$ cat src/hw/rtl/pmt_pkg.sv
`default_nettype none

package pmt_pkg;

    localparam int TOPIC_SLOTS_DEF = 8;
    localparam int PUB_SLOTS_DEF   = 8;
    localparam int SUB_SLOTS_DEF   = 8;
    localparam int NAME_BYTES_DEF  = 8;

    localparam int KEY_W    = 64;
    localparam int CONN_W   = 16;
    localparam int ID_W     = 32;
    localparam int STATUS_W = 2;
    localparam int ACTION_W = 3;

    localparam logic [ACTION_W-1:0] ACT_ADD        = 3'd0;
    localparam logic [ACTION_W-1:0] ACT_REMOVE     = 3'd1;
    localparam logic [ACTION_W-1:0] ACT_LIST_TOPIC = 3'd2;
    localparam logic [ACTION_W-1:0] ACT_LIST_PUB   = 3'd3;
    localparam logic [ACTION_W-1:0] ACT_LIST_SUB   = 3'd4;

    localparam logic [STATUS_W-1:0] STAT_OK   = 2'd0;
    localparam logic [STATUS_W-1:0] STAT_FULL = 2'd1;
    localparam logic [STATUS_W-1:0] STAT_MISS = 2'd2;

    typedef enum logic [2:0] {
        S_CLEAR,
        S_IDLE,
        S_TOPIC,
        S_SLOT,
        S_EMPTY,
        S_LIST,
        S_RESP
    } t_state;

    typedef struct packed {
        logic              valid;
        logic [ID_W-1:0]   id;
        logic [CONN_W-1:0] conn;
    } t_slot;

    typedef struct packed {
        logic [STATUS_W-1:0] status;
        logic [ID_W-1:0]     assigned_id;
        logic                item_valid;
        logic [CONN_W-1:0]   conn;
        logic                last;
    } t_result;

    // Address width for a store of n entries, at least one bit.
    function automatic int pmt_aw(input int n);
        return (n > 1) ? $clog2(n) : 1;
    endfunction

    // Keeps the low nbytes bytes up to the first zero byte.
    function automatic logic [KEY_W-1:0] pmt_norm_key(input logic [KEY_W-1:0] key,
                                                      input int nbytes);
        logic [KEY_W-1:0] r;
        logic             done;
        r    = '0;
        done = 1'b0;
        for (int b = 0; b < 8; b++) begin
            if (b < nbytes && !done) begin
                if (key[8*b +: 8] == 8'd0) begin
                    done = 1'b1;
                end else begin
                    r[8*b +: 8] = key[8*b +: 8];
                end
            end
        end
        return r;
    endfunction

endpackage

`default_nettype wire

$ cat src/hw/rtl/pmt_out_buf.sv
`default_nettype none

module pmt_out_buf (
    input  logic             i_clk,
    input  logic             i_rst_n,
    input  logic             i_push,
    input  pmt_pkg::t_result i_res,
    output logic             o_free,
    output logic             o_out_valid,
    input  logic             i_out_stall,
    output pmt_pkg::t_result o_res
);
    import pmt_pkg::*;

    logic    r_valid;
    t_result r_res;

    // The slot frees up in the same cycle that its beat is taken.
    assign o_free      = !r_valid || !i_out_stall;
    assign o_out_valid = r_valid;
    assign o_res       = r_res;

    always_ff @(posedge i_clk) begin
        if (!i_rst_n) begin
            r_valid <= 1'b0;
        end else if (o_free) begin
            r_valid <= i_push;
        end
    end

    always_ff @(posedge i_clk) begin
        if (o_free && i_push) begin
            r_res <= i_res;
        end
    end

endmodule

`default_nettype wire

$ cat config.mk
export PLATFORM = sky130hd
export DESIGN_NAME = pmt_out_buf
export DESIGN_NICKNAME = d
export VERILOG_FILES = /design/src/hw/rtl/pmt_pkg.sv /design/src/hw/rtl/pmt_out_buf.sv
export SDC_FILE = /design/constraint.sdc
export NUM_CORES = 1
export LEC_CHECK = 0
export BUFFER_PORTS_ARGS = -buffer_cell sky130_fd_sc_hd__buf_2
export CAP_MARGIN = 10
export CORE_MARGIN = 3
export CORE_UTILIZATION = 36
export CTS_BUF_LIST = sky130_fd_sc_hd__clkbuf_4 sky130_fd_sc_hd__clkbuf_8 sky130_fd_sc_hd__clkbuf_16
export CTS_CLUSTER_SIZE = 25
export DETAILED_ROUTE_END_ITERATION = 8
export PLACE_DENSITY = 0.73
export SLEW_MARGIN = 20
export SYNTH_ARGS = -nofsm -noshare
export SYNTH_HDL_FRONTEND = slang
export SYNTH_SLANG_ARGS = --single-unit
export TNS_END_PERCENT = 100
$ cat constraint.sdc
create_clock -name i_clk -period 1.96 [get_ports i_clk]
set_input_delay 0.392 -clock i_clk [delete_from_list [all_inputs] [get_ports i_clk]]
set_output_delay 0.392 -clock i_clk [all_outputs]
set_load 0.02 [all_outputs]
==> metrics.md <==
| Metric | Value |
|---|---|
| Post-route ant nets | 0 |
| Area after DPL | 2240 sq um |
| Initial Utilization | 38.68% |
| NumNets Final | between 200 and 250 |
| Relative slew slack | 86.80% |
| Initial antenna violation count | 0 |
| Core Region | approximately 4100 sq um |
| Total wire length | between 3000 and 4000 um |
| Inserted Diodes | 0 |
| Reg2reg setup slack | about 0.84 ns |
| Fin crit share | approximately 65% |
| Cts hold-fix bufs | 0 |
| Worst slew pin tran | between 0.15 and 0.2 ns |
| Most common cell after layout, fill and taps aside | buf_2 |
| Synth unique cells | 6 |
| Root buffer cell | clkbuf_8 |
| Leading area contributor after synthesis | edfxtp_1 |
| Setup crit start | o_out_valid |
| Sequential cell area fraction in the yosys report | 98.67% |
| Final worst slack | 0.6805 ns |
| DR WL/cell | 14.81 um |
| Worst-path clk slew | ~0.090 ns |
| Syn Std Cell Area | roughly 1600 sq um |
| DRT iter0 DRCs | 74 |
| Status | completed |
| Sinks on Clock Net | 53 |
| Clock latency on the worst-skew pair | around 0.29 ns |
| Max VDD drop | slightly below 0.7 mV |
| Post-CTS sizing | 0 |
| Met3 WL | around 540 um |
| Worst setup path class | register to primary output |
| Total Power | 2.301 mW |
| Worst Path Max Fanout | 3 |
| Final worst path period need | around 1.3 ns |
| CP arrival | around 0.89 ns |
| First-pass GRT wire length | ~5000 um |
| M1 WL | approximately 1200 um |
| Worst setup path end | o_free |
| Fill cells | about 350 |
| Setup Skew | about 0.0064 ns |
| WHS | between 0.2 and 0.3 ns |
| Top-area cell type share of the netlist area | a little over nine tenths |
| Syn Inst Count | 57 |
| Crit path max-delay cell type | dfxtp_1 |
| Slowest Stage Delay on Critical Path | about 0.37 ns |
| Post-DR vias/cell | 4.367 |
| Hold WC Path Type | input pin to register |
| Inserted Clock Buffers | 5 |
| Die height | 72.73 um |
| Largest net degree at the start of global routing | 39 |
| Synth Net Count | approximately 110 |
| Gpl congestion | 0.7177 |
| Initial DRT Pass Iterations | 4 |
| Fin area | 2355 sq um |
| Total grt overflow | 0 |
| Seq cells post-synth | 53 |
| Pre-CTS setup slack | between 0.6 and 0.7 ns |
| Max-slew violations | 0 |
| P per Cell Area | slightly below 1000 nW/um^2 |
| Syn_area_per_cell | around 28 sq um |
| Fmax | 781.6 MHz |
| DR DRC count | 0 |
| Critical-path cell list | nand2_1 > buf_2 |
| # port buffers | about 110 |
| Area Overhead vs Synth | 46.92% |
| Kind of start point of the critical path | register |
| Met2 WL | around 1600 um |
| Die ar. | between 5000 and 6000 sq um |
| Num ports | 110 |
| Reg2reg start | o_out_valid |
| TNS Setup | 0 ns |
| Number of global-route vias before repair | about 1100 |
| H-tree depth | 2 |
| Worst reg-to-reg path cell count | 3 |
| Crit. End Element | primary output |
| Postcts setup bufs | 0 |
| RSZ-0062 raised after global routing | false |
| DR top layer | met4 |
| GRT Total Usage | a little over an eighth |
| Maximum Capacitance Violations | 0 |
| Layout cells sized above 1 | between 60% and 70% |
| Lkg Pwr | a little over 1 nW |
| Final setup fails | 0 |
| Most frequent cells in the layout | 109 x buf_2, 52 x edfxtp_1, 5 x clkbuf_8 |
| Ranking of synthesized cells by area | edfxtp_1 97%, dfxtp_1 1.2%, and2_1 0.39%, nor2b_1 0.39%, a21oi_1 0.31% |
| Hold Vio Cnt, Final | 0 |
| Row count | 23 |
| WP data required | roughly 1.6 ns |
| Yosys warnings | 0 |
| CTS tree | done |
| Die width | 72.73 um |
| Hold Crit Depth | 1 |
| Max Buffers Root-to-Sink | 2 |
| Via count | about 990 |
| Reg2Reg Capture Point | o_res[49] |
==> synth_stat cells (all sizes together) <==
library cell	count
a21oi	1
and2	1
dfxtp	1
edfxtp	52
nand2	1
nor2b	1
==> per-layer routing <==
layer | up-vias | track usage [%]
met5 | - | 0
met4 | 0 | 4.918
met3 | 4 | 7.713
met2 | 79 | 20.54
met1 | 444 | 14.55
li1 | 460 | -
==> critical path, delay by kind of cell (launching register included) <==
family / cells / cell delay [ns]
buf+inv: 1 / 0.16
flops: 1 / 0.37
simple gates: 1 / 0.07
==> final cells by class <==
| cell class | instances | area [sq um] | share of cell area [%] |
|---|---|---|---|
| flip-flops and latches | 53 | 1582 | 67.16 |
| clock buffers | 6 | 76.32 | 3.241 |
| repair buffers | 111 | 573.1 | 24.34 |
| well taps | 50 | 62.56 | 2.657 |
| clock inverters | 2 | 38.79 | 1.647 |
| multi-input cells | 4 | 22.52 | 0.9564 |
==> stage by stage <==
stage,instances,util (%)
global route,226,56.82
global placement,218,54.05
floorplan,57,-
detailed placement,218,54.05
CTS,226,56.82
finish,226,56.82
==> power by group <==
part           total (mW)  internal [mW]  switching [mW]  leakage, nW
clock               0.727          0.397           0.330       0.0588
combinational       0.236         0.0883           0.148        0.451
sequential           1.34           1.32          0.0157        0.511
total                2.30           1.81           0.494         1.02
==> how the worst min path moves through the flow <==
stage,from,endpoint
2_1_floorplan,i_res[0],o_res[0]
3_3_place_gp,o_out_valid,o_out_valid
3_5_place_dp,o_out_valid,o_out_valid
4_1_cts,i_res[6],o_res[6]
5_1_grt,i_res[10],o_res[10]
6_report,i_res[20],o_res[20]
==> flip-flops by register name (all words and copies together) (netlist names) <==
signal and flops:
o_res 52, o_out_valid 1
==> cells by family (layout without fill, tap and decap cells) <==
logic type	after synthesis	after routing	synth area share [%]
buffers and inverters	0	119	0
DFF	53	53	98.67
and+or+nand+nor	3	3	1.015
AOI/OAI and AO/OA	1	1	0.3120
Power figures use the tool's default switching activity.
